File: config.mk
export PLATFORM = sky130hd
export DESIGN_NAME = ticket_fair_ring_fork_arbiter_unit
export DESIGN_NICKNAME = d
export VERILOG_FILES = /design/src/sv/tfa_pkg.sv /design/src/sv/ticket_fair_ring_fork_arbiter_unit.sv /design/src/sv/tfa_ticket_mem.sv
export SDC_FILE = /design/constraint.sdc
export NUM_CORES = 2
export LEC_CHECK = 0
export BUFFER_PORTS_ARGS = -buffer_cell sky130_fd_sc_hd__buf_2
export CORE_UTILIZATION = 30
export DETAILED_ROUTE_END_ITERATION = 6
export PLACE_DENSITY = 0.54
export SYNTH_ARGS = -nofsm -noshare
export SYNTH_HDL_FRONTEND = slang
export SYNTH_HIERARCHICAL = 1
export SYNTH_SLANG_ARGS = --single-unit
File: constraint.sdc
create_clock -name i_clk -period 6 [get_ports i_clk]
set_input_delay 0.6 -clock i_clk [delete_from_list [all_inputs] [get_ports i_clk]]
set_output_delay 0.6 -clock i_clk [all_outputs]
set_load 0.03 [all_outputs]
File: src/sv/tfa_pkg.sv
`timescale 1ns / 1ps
package tfa_pkg;
    localparam int MaxSeatsDefault = 8;
    localparam int TicketBitsDefault = 32;

    typedef enum logic [1:0] {
        K_REQUEST = 2'd0,
        K_RELEASE = 2'd1,
        K_LEAVE   = 2'd2,
        K_DROP    = 2'd3
    } t_kind;

    typedef enum logic [2:0] {
        S_IDLE,
        S_EVENT,
        S_SCAN,
        S_GRANT,
        S_OUT
    } t_state;
endpackage

File: src/sv/ticket_fair_ring_fork_arbiter_unit.sv
`timescale 1ns / 1ps
// From the accepting edge to the final result, n the ring size: a decode step (S_EVENT), a scan
// (S_SCAN) reading each of the n tickets once, then per round a compare of each seat (S_GRANT)
// and an output step (S_OUT). A grant is held one round so its last flag is known. Output
// stalls hold the output step until the result is taken.
// One event at a time; the next request is taken only after the final result has been issued.
// Reset (i_rst_n low, synchronous): ring size 8, seats active and idle, resources free, ticket
// counter zero; the ticket memory is not cleared, a ticket is ignored until its seat requests.
module ticket_fair_ring_fork_arbiter_unit #(
    parameter int MAX_SEATS   = tfa_pkg::MaxSeatsDefault,
    parameter int TICKET_BITS = tfa_pkg::TicketBitsDefault
) (
    input  logic       i_clk,
    input  logic       i_rst_n,
    input  logic       i_cfg_valid,
    output logic       o_cfg_ready,
    input  logic [3:0] i_cfg_data,
    input  logic       s_axis_tvalid,
    output logic       s_axis_tready,
    input  logic [7:0] s_axis_tdata,   // seat[2:0], zero fill
    input  logic [1:0] s_axis_tuser,   // kind[1:0]
    output logic       m_axis_tvalid,
    input  logic       m_axis_tready,
    output logic [7:0] m_axis_tdata,   // granted_seat[2:0], zero fill
    output logic       m_axis_tuser,   // grant_valid[0]
    output logic       m_axis_tlast
);
    import tfa_pkg::*;

    localparam int SW = $clog2(MAX_SEATS);
    localparam int NW = $clog2(MAX_SEATS + 1);

    t_state              r_state, n_state;
    logic [3:0]          r_cfg;
    logic [MAX_SEATS-1:0] r_hungry, r_active, r_taken;
    logic [SW-1:0]       r_owner [MAX_SEATS];
    logic [TICKET_BITS-1:0] r_counter;
    t_kind               r_kind;
    logic [2:0]          r_seat;
    logic [SW-1:0]       r_idx;      // read address being issued
    logic                r_rd_vld;   // data for r_rd_seat valid this cycle
    logic [SW-1:0]       r_rd_seat;
    logic [TICKET_BITS-1:0] r_tk [MAX_SEATS];  // snapshot of tickets for the event
    logic                r_found;
    logic [SW-1:0]       r_best;
    logic [TICKET_BITS-1:0] r_best_tk;
    logic [SW-1:0]       r_gidx;     // seat compared this cycle
    logic                r_any;      // a grant is held in r_hold
    logic [2:0]          r_hold;
    logic [NW-1:0]       r_pending;  // reads left to issue
    logic                r_ovld, r_olast;
    logic [2:0]          r_oseat;
    logic                r_ogv;

    logic [NW-1:0]       w_n;
    logic [TICKET_BITS-1:0] w_rdata;
    logic                w_we;
    logic [SW-1:0]       w_s;
    logic                w_in_ring;
    logic                w_emit;

    always_comb begin
        if (r_cfg < 4'd2) w_n = NW'(2);
        else if (32'(r_cfg) > MAX_SEATS) w_n = NW'(MAX_SEATS);
        else w_n = NW'(r_cfg);
    end

    assign w_s       = SW'(r_seat);
    assign w_in_ring = (32'(r_seat) < 32'(w_n)) && r_active[w_s];
    assign w_we      = (r_state == S_EVENT) && w_in_ring && (r_kind == K_REQUEST);

    tfa_ticket_mem #(.Depth(MAX_SEATS), .Width(TICKET_BITS)) u_mem (
        .i_clk  (i_clk),
        .i_we   (w_we),
        .i_waddr(w_s),
        .i_wdata(r_counter + TICKET_BITS'(1)),
        .i_raddr(r_idx),
        .o_rdata(w_rdata)
    );

    function automatic logic [SW-1:0] nxt(input logic [SW-1:0] i, input logic [NW-1:0] n);
        nxt = (32'(i) + 1 >= 32'(n)) ? '0 : SW'(32'(i) + 1);
    endfunction
    function automatic logic [SW-1:0] prv(input logic [SW-1:0] i, input logic [NW-1:0] n);
        prv = (i == '0) ? SW'(32'(n) - 1) : SW'(32'(i) - 1);
    endfunction

    // A seat qualifies when hungry, both resources free and no hungry neighbor
    // holds an earlier ticket.
    logic [SW-1:0] w_c_l, w_c_r;
    logic [MAX_SEATS-1:0] w_ok;
    always_comb begin
        for (int i = 0; i < MAX_SEATS; i++) begin
            w_c_l = prv(SW'(i), w_n);
            w_c_r = nxt(SW'(i), w_n);
            w_ok[i] = (i < 32'(w_n)) && r_hungry[i] && !r_taken[i] && !r_taken[w_c_r]
                && !(r_hungry[w_c_l] && r_tk[w_c_l] < r_tk[i])
                && !(r_hungry[w_c_r] && r_tk[w_c_r] < r_tk[i]);
        end
    end

    assign s_axis_tready = (r_state == S_IDLE);
    assign o_cfg_ready   = (r_state == S_IDLE) && !r_ovld;
    assign m_axis_tvalid = r_ovld;
    assign m_axis_tlast  = r_olast;
    assign m_axis_tdata  = {5'd0, r_oseat};
    assign m_axis_tuser  = r_ogv;

    // a result leaves once the next round decides: held grant, or no grant at all
    assign w_emit = (r_state == S_OUT) && (!r_ovld || m_axis_tready) && (r_any || !r_found);

    always_comb begin
        n_state = r_state;
        unique case (r_state)
            S_IDLE:  if (s_axis_tvalid) n_state = S_EVENT;
            S_EVENT: n_state = S_SCAN;
            S_SCAN:  if (!r_rd_vld && r_pending == '0) n_state = S_GRANT;
            S_GRANT: if (32'(r_gidx) + 1 >= 32'(w_n)) n_state = S_OUT;
            S_OUT:   if (!r_ovld || m_axis_tready) n_state = r_found ? S_GRANT : S_IDLE;
            default: n_state = S_IDLE;
        endcase
    end

    always_ff @(posedge i_clk) begin
        if (!i_rst_n) begin
            r_state   <= S_IDLE;
            r_cfg     <= 4'd8;
            r_hungry  <= '0;
            r_active  <= '1;
            r_taken   <= '0;
            r_counter <= '0;
            r_ovld    <= 1'b0;
            r_rd_vld  <= 1'b0;
            r_pending <= '0;
            r_idx     <= '0;
            r_gidx    <= '0;
            r_any     <= 1'b0;
            r_found   <= 1'b0;
            for (int i = 0; i < MAX_SEATS; i++) r_owner[i] <= '0;
        end else begin
            r_state <= n_state;
            if (w_emit) r_ovld <= 1'b1;
            else if (m_axis_tready) r_ovld <= 1'b0;
            r_rd_vld <= (r_state == S_SCAN) && (r_pending != '0);
            unique case (r_state)
                S_IDLE: begin
                    if (i_cfg_valid && !r_ovld) r_cfg <= i_cfg_data;
                    if (s_axis_tvalid) begin
                        r_kind <= t_kind'(s_axis_tuser);
                        r_seat <= s_axis_tdata[2:0];
                    end
                    r_any <= 1'b0;
                end
                S_EVENT: begin
                    if (w_in_ring) begin
                        unique case (r_kind)
                            K_REQUEST: begin
                                r_counter <= r_counter + TICKET_BITS'(1);
                                r_hungry[w_s] <= 1'b1;
                            end
                            K_RELEASE: begin
                                if (r_owner[w_s] == w_s) r_taken[w_s] <= 1'b0;
                                if (r_owner[nxt(w_s, w_n)] == w_s)
                                    r_taken[nxt(w_s, w_n)] <= 1'b0;
                            end
                            K_LEAVE: begin
                                r_active[w_s] <= 1'b0;
                                r_hungry[w_s] <= 1'b0;
                            end
                            default: begin
                                r_active[w_s] <= 1'b0;
                                r_hungry[w_s] <= 1'b0;
                                if (r_owner[w_s] == w_s) r_taken[w_s] <= 1'b0;
                                if (r_owner[nxt(w_s, w_n)] == w_s)
                                    r_taken[nxt(w_s, w_n)] <= 1'b0;
                            end
                        endcase
                    end
                    r_idx     <= '0;
                    r_pending <= w_n;
                end
                S_SCAN: begin
                    if (r_rd_vld) r_tk[r_rd_seat] <= w_rdata;
                    if (r_pending != '0) begin
                        r_rd_seat <= r_idx;
                        r_idx     <= nxt(r_idx, w_n);
                        r_pending <= (r_idx == SW'(32'(w_n) - 1)) ? '0 : r_pending - NW'(1);
                    end
                    r_gidx  <= '0;
                    r_found <= 1'b0;
                end
                S_GRANT: begin
                    // strict compare keeps the lowest seat on equal tickets
                    if (w_ok[r_gidx] && (!r_found || r_tk[r_gidx] < r_best_tk)) begin
                        r_found   <= 1'b1;
                        r_best    <= r_gidx;
                        r_best_tk <= r_tk[r_gidx];
                    end
                    r_gidx <= r_gidx + SW'(1);
                end
                S_OUT: begin
                    if (!r_ovld || m_axis_tready) begin
                        if (r_any) begin
                            r_ogv   <= 1'b1;
                            r_oseat <= r_hold;
                            r_olast <= !r_found;
                        end else if (!r_found) begin
                            r_ogv   <= 1'b0;
                            r_oseat <= 3'd0;
                            r_olast <= 1'b1;
                        end
                        r_gidx  <= '0;
                        r_found <= 1'b0;
                        if (r_found) begin
                            r_taken[r_best] <= 1'b1;
                            r_owner[r_best] <= r_best;
                            r_taken[nxt(r_best, w_n)] <= 1'b1;
                            r_owner[nxt(r_best, w_n)] <= r_best;
                            r_hungry[r_best] <= 1'b0;
                            r_hold  <= 3'(r_best);
                            r_any   <= 1'b1;
                        end else begin
                            r_any   <= 1'b0;
                        end
                    end
                end
                default: ;
            endcase
        end
    end

    logic w_unused;
    assign w_unused = ^s_axis_tdata[7:3];

    a_grant_free: assert property (@(posedge i_clk) disable iff (!i_rst_n)
        (r_state == S_OUT && r_found && (!r_ovld || m_axis_tready)) |->
        (!r_taken[r_best] && !r_taken[nxt(r_best, w_n)]))
        else $error("grant of a taken resource");
    a_no_accept_busy: assert property (@(posedge i_clk) disable iff (!i_rst_n)
        (r_state != S_IDLE) |-> !s_axis_tready)
        else $error("input taken while busy");
    a_ring_len: assert property (@(posedge i_clk) disable iff (!i_rst_n)
        (w_n >= NW'(2)) && (32'(w_n) <= MAX_SEATS))
        else $error("ring size out of range");
    a_out_hold: assert property (@(posedge i_clk) disable iff (!i_rst_n)
        (m_axis_tvalid && !m_axis_tready) |=>
        (m_axis_tvalid && $stable({m_axis_tuser, m_axis_tdata, m_axis_tlast})))
        else $error("result changed while stalled");
endmodule

File: src/sv/tfa_ticket_mem.sv
`timescale 1ns / 1ps
// Ticket store: one synchronous memory, one write port, one registered read port.
module tfa_ticket_mem #(
    parameter int Depth = 8,
    parameter int Width = 32
) (
    input  logic                     i_clk,
    input  logic                     i_we,
    input  logic [$clog2(Depth)-1:0] i_waddr,
    input  logic [Width-1:0]         i_wdata,
    input  logic [$clog2(Depth)-1:0] i_raddr,
    output logic [Width-1:0]         o_rdata
);
    logic [Width-1:0] r_mem [Depth];

    always_ff @(posedge i_clk) begin
        if (i_we) begin
            r_mem[i_waddr] <= i_wdata;
        end
        o_rdata <= r_mem[i_raddr];
    end
endmodule

Word level (Yosys, flattened, before mapping)
Memory sizes are Yosys's and may differ from the RTL's. A register that Yosys moved wholly into a read port is not among the register bits. Cells that the tools add are included.

Reduce and logical (&&, ||, !) cells: 136. Muxes and demuxes: 121. Order comparisons: 56. Equal/unequal tests: 20. $add $sub $neg: 8. Bitwise logic cells: 13.

Operators with widths (number): < comparator 32 bit (17); two-way mux 8 bit (17); logical AND 1 bit (70); two-way mux 3 bit (22); one-hot mux 8 bit (2 select lines) (4); binary-select mux 1 bit (select 3 bit) (17); bitwise AND 8 bit (6); two-way mux 1 bit (44); < comparator 3 x 4 -> 1 bit, second input constant (10); logical NOT 1 bit (34); adder 32 x 1 -> 32 bit, second input constant (1); inverter 8 bit (3); OR 8 bit (3); AND reduction 3 bit (6); adder 3 x 1 -> 4 bit, second input constant (4); >= comparator 3 x 4 -> 1 bit, first input constant (4); >= comparator 4 bit (4); < comparator 3 x 4 -> 1 bit, first input constant (4); two-way mux 4 bit (4); != test 2 bit, second input constant (8); one-hot mux 3 bit (5 select lines) (1); demux 1 bit (select 3 bit) (4); >= comparator 3 x 1 -> 1 bit, second input constant (4); AND reduction 4 bit (3); other kinds (37) (60).

Memory bits (writable): 536. Register bits: 128. Memories: 3. Input bits: 19. Output and inout bits: 13. Logic and storage cells: 379.

Memories: r_tk (depth 8, width 32, read ports 17, clocked after Yosys merged registers in 1, write ports 1, line ticket_fair_ring_fork_arbiter_unit.sv:43) `logic [TICKET_BITS-1:0] r_tk [MAX_SEATS];`; u_mem.r_mem (depth 8, width 32, read ports 1, clocked after Yosys merged registers in 1, write ports 1, line tfa_ticket_mem.sv:14) `logic [Width-1:0] r_mem [Depth];`; r_owner (depth 8, width 3, read ports 2, clocked after Yosys merged registers in 1, write ports 8, line ticket_fair_ring_fork_arbiter_unit.sv:36) `logic [SW-1:0] r_owner [MAX_SEATS];`.

Longest topological paths before layout
Depth after elaboration: 16. Mapped depth: 24. Depth with buffers taken out: 18.

Cells and area by module
The synthesis kept the hierarchy.

By module, submodules not included: ticket_fair_ring_fork_arbiter_unit (sequential area each 11601.1 µm², cells an instance 3516, times used 1, area each 34071.4 µm²); tfa_ticket_mem (sequential area each 8328.0 µm², cells an instance 415, times used 1, area each 10466.3 µm²).

Least setup slack after synthesis
Ideal clock, no wire load.

Path kind: flip-flop to flip-flop. Start point: reg r_cfg[1]. End point: reg r_best[0] (enable). Stages on the path, launching flop included: 25. Required time: 5.604 ns. Buffers on the path: 6. Slack: -0.124 ns. Period minus slack after synthesis: 6.124 ns. Arrival: 5.728 ns. Library setup time: 0.396 ns. Cells stage by stage: dfxtp_1 nor2_1 or2_2 clkbuf_1 inv_2 buf_2 buf_2 ha_1 clkbuf_1 inv_1 clkbuf_1 clkbuf_1 mux4_2 nand2_1 o21ai_0 ha_1 a21oi_1 a21oi_1 o31ai_1 o211ai_1 a31oi_1 o41ai_1 a31oi_1 nor4_1 and3_1.

Longest elaborated chain between the ends: 15. Elaborated cells on any way between the ends: 133. Classes of those cells: add/sub: 1; order compare: 25; mux: 41; reduce/logical: 65; memory: 1.

RTL lines: start: declaration (line ticket_fair_ring_fork_arbiter_unit.sv:34) `logic [3:0] r_cfg;`; start signal: assignment (line ticket_fair_ring_fork_arbiter_unit.sv:147) `if (i_cfg_valid && !r_ovld) r_cfg <= i_cfg_data;`; greater-than comparator 4 bit (line ticket_fair_ring_fork_arbiter_unit.sv:64) `else if (32'(r_cfg) > MAX_SEATS) w_n = NW'(MAX_SEATS);`; two-way mux 4 bit (line ticket_fair_ring_fork_arbiter_unit.sv:64); two-way mux 4 bit (*) (line ticket_fair_ring_fork_arbiter_unit.sv:63) `if (r_cfg < 4'd2) w_n = NW'(2);`; parallel branches: the longest is 8 deep, another holds memory read (8 x 32 bit); binary-select mux 1 bit (select 3 bit) (*) (line ticket_fair_ring_fork_arbiter_unit.sv:194) `if (w_ok[r_gidx] && (!r_found || r_tk[r_gidx] < r_best_tk)) begin`; two-way mux 1 bit (implied by the code) (*) (line ticket_fair_ring_fork_arbiter_unit.sv:194); logical AND 1 bit (*) (line ticket_fair_ring_fork_arbiter_unit.sv:194); AND reduction 3 bit (no line) (*); end signal: assignment (line ticket_fair_ring_fork_arbiter_unit.sv:196) `r_best <= r_gidx;`; end: declaration (line ticket_fair_ring_fork_arbiter_unit.sv:45) `logic [SW-1:0] r_best;`.

Every way passes the cells marked *. The select of a mux whose other input is x is not followed. A chain may end at the register's enable or synchronous reset.

Worst setup path after layout
Start point: reg r_cfg[2]. End point: reg r_best_tk[10], read port of r_tk (enable).

Longest elaborated chain between the ends: 15. Elaborated cells on any way between the ends: 133. Classes of those cells: add/sub: 1; order compare: 25; mux: 41; reduce/logical: 65; memory: 1.

RTL lines: greater-than comparator 4 bit (line ticket_fair_ring_fork_arbiter_unit.sv:64); two-way mux 4 bit (line ticket_fair_ring_fork_arbiter_unit.sv:64); two-way mux 4 bit (*) (line ticket_fair_ring_fork_arbiter_unit.sv:63); parallel branches: the longest is 8 deep, another holds memory read (8 x 32 bit); binary-select mux 1 bit (select 3 bit) (*) (line ticket_fair_ring_fork_arbiter_unit.sv:194); two-way mux 1 bit (implied by the code) (*) (line ticket_fair_ring_fork_arbiter_unit.sv:194); logical AND 1 bit (*) (line ticket_fair_ring_fork_arbiter_unit.sv:194); AND reduction 3 bit (no line) (*); end: declaration (line ticket_fair_ring_fork_arbiter_unit.sv:46) `logic [TICKET_BITS-1:0] r_best_tk;`.

Marked as above.

==> out/metrics.csv <==
metric,value,unit
Chip Width,387,µm
drt pass-1 iters,6,
number of global-route vias before repair,31700,
CP Class,reg2reg,
share of cells above drive strength 1,12.0,%
total track usage,18.0,%
"Distinct cells, synth",88,
RSZ-0062 raised after global routing,no,
total gr overflow,0,
Routed Wire Length,138000,µm
most frequent cells in the layout,"edfxtp_1, ha_1, nand2_1",
R2R depth,20,
IO Port Bufs,21,
core area,147000,µm²
DPL Wire Length,103000,µm
worst-skew pair later-pin latency,0.67,ns
"Reg clk slew, reported paths",0.06,ns
CTS buffer count,80,
Initial Util,30.2,%
WHS,0.107,ns
Die Ht,387,µm
Final Hold Viols,0,
Post-synth EDFFs,587,
Rows,141,
Fmax achieved,176,MHz
Clock Skew,0.0428,ns
launching point of the worst reg2reg path,r_cfg[2],
first-pass GRT wire length,204000,µm
1st-iter DRT viols,2743,
placed cells,5775,
Setup Buffers After CTS,0,
r2r setup slk,0.31,ns
"most common cell after layout, fill and taps aside",edfxtp_1,
Lkg Pwr,18.5,nW
Non-Filler Instances,5927,
Fillers,14600,
syn_area_per_cell,11.3,µm²
VDD IR max,0.258,mV
synthesized instance count,3931,
R2R Path End,r_best_tk[10],
dpl ws,0.408,ns
clock buffer depth,3,
Setup WS post-layout,0.313,ns
Post-Syn Area,44500,µm²
HP Class,in2reg,
Final GP Congestion,0.956,
Critical Path Start,r_cfg[2],
final core occ,33.8,%
CP required,6.35,ns
outcome,"finished, final reports clean",
vias per inst,5.44,
H-tree Lvls,3,
critical-path maximum fanout,31,
hold buffers post-CTS,0,
Async SR Flop Fraction,0,%
CP Launch Type,flip-flop,
max-slew violation count,0,
critical path arrival,6.04,ns
Clock Tree Root,clkbuf_16,
PD cells,280,nW/µm²
Final Setup Violations,0,
Num Clock Sinks,702,
period utilization,94.8,%
Syn-to-layout area delta,12.0,%
residual DRC count,0,
hold depth,1,
PostCTS Resize Cnt,0,
actual slew at the worst max-slew pin,1.20,ns
die area,150000,µm²
"flops & latches, synth",702,
final net count,4490,
Worst slew margin,19.1,%
initial antenna violation count,5,
crit path capture type,flip-flop,
"Seq/Total Area, Yosys",44.7,%
post-route ant nets,0,
pin count of the biggest net entering global routing,71,
Yosys Warn Count,6,
number of max-cap violations,0,
Tmin final,5.69,ns
io pins,32,
ys flop type,edfxtp_1,
worst setup path endpoint,r_best_tk[10],
setup_tns,0,ns
via count,32200,
Routed wire per std cell,23.3,µm
TritonCTS clock tree,done,
-- through the flow --
stage | cell area [µm²] | total power [mW]
floorplan | 44600 | 7.93
global placement | 47100 | 8.92
finish | 49900 | 14.0
CTS | 49900 | 14.1
global route | 49900 | 14.6
detailed placement | 47100 | 8.97
-- how the worst min path moves through the flow --
stage / end / from
finish: r_kind[1] / s_axis_tuser[1]
global route: r_kind[1] / s_axis_tuser[1]
CTS: r_kind[1] / s_axis_tuser[1]
detailed placement: r_active[5] / r_active[5]
floorplan: r_best[2] / r_gidx[2]
global placement: r_active[1] / r_active[1]
-- report_power, final --
| part | switching (mW) | internal, mW |
|---|---|---|
| logic | 2.00 | 1.32 |
| registers | 0.198 | 5.38 |
| clock network | 2.10 | 2.98 |
| total | 4.29 | 9.67 |
-- registers in the layout, indices dropped and copies added, names as in the netlist, 2 cells and up, named ones only --
signal	cells
r_active	8
r_best	3
r_best_tk	32
r_cfg	4
r_counter	32
r_gidx	3
r_hold	3
r_idx	3
r_kind	2
r_oseat	3
r_owner	24
r_pending	4
r_rd_seat	3
r_seat	3
r_state	3
r_taken	8
r_tk	256
u_mem/o_rdata	32
u_mem/r_mem	256
-- synth_stat cells (all sizes together) (24+ instances only) --
cell / n / share of area [%]
edfxtp: 587 / 40
ha: 544 / 15
nand2: 420 / 3.5
o21ai: 387 / 4.3
inv: 325 / 2.7
mux4: 200 / 10
a21oi: 185 / 2.1
nor2: 154 / 1.3
clkbuf: 134 / 1.1
dfxtp: 115 / 5.2
nand4: 92 / 1.3
nand3: 74 / 0.88
a21o: 58 / 0.98
buf: 52 / 0.66
nor3: 52 / 0.61
mux2: 47 / 1.2
a211oi: 45 / 0.76
xnor2: 41 / 0.81
and2: 27 / 0.38
o211ai: 25 / 0.42
xor2: 24 / 0.47
-- worst max-delay path: stages (launching register included) --
cell	delay, ns
dfxtp_1	0.34
buf_4	0.24
a21o_1	0.16
inv_1	0.05
ha_1	0.23
a311oi_4	0.37
buf_12	0.22
o21ai_0	0.11
ha_1	0.30
nand4_1	0.16
nor4_1	0.49
o211ai_1	0.21
a311oi_1	0.62
o2111ai_1	0.17
a221oi_1	0.32
buf_4	0.17
a31oi_1	0.06
nor4_1	0.45
buf_4	0.21
and3_2	0.22
buf_12	0.19
-- routing by layer --
layer	part of all wire, %	vias to the layer above	global-route usage [%]
met4	3.3	0	6.26
met3	6.6	206	2.68
met5	0	-	0
met2	45	1076	28.7
li1	-	14900	-
met1	45	16100	24.7
-- cell type report --
cell class	count	area, µm²	share of cell area (%)
diodes	2	5.00	0.0100
clock inverters	37	499	1.00
flip-flops and latches	702	19900	40.0
repair buffers	96	781	1.57
multi-input cells	2719	22800	45.6
clock buffers	113	2240	4.48
well taps	1930	2410	4.84
inverters	328	1230	2.47
-- logic make-up (layout without fill, tap and decap cells) --
group,count (synthesis),count (layout),share of synthesized area [%]
adders and majority gates,546,546,15.3
AOI/OAI and AO/OA,875,875,11.8
DFF,702,702,44.7
muxes,264,264,12.0
and+or+nand+nor,964,964,10.3
xor gates and xnor gates,65,65,1.28
buffers and inverters,514,574,4.55
other,1,7,0.00842
Note: power is estimated with default switching activity, not from simulation.
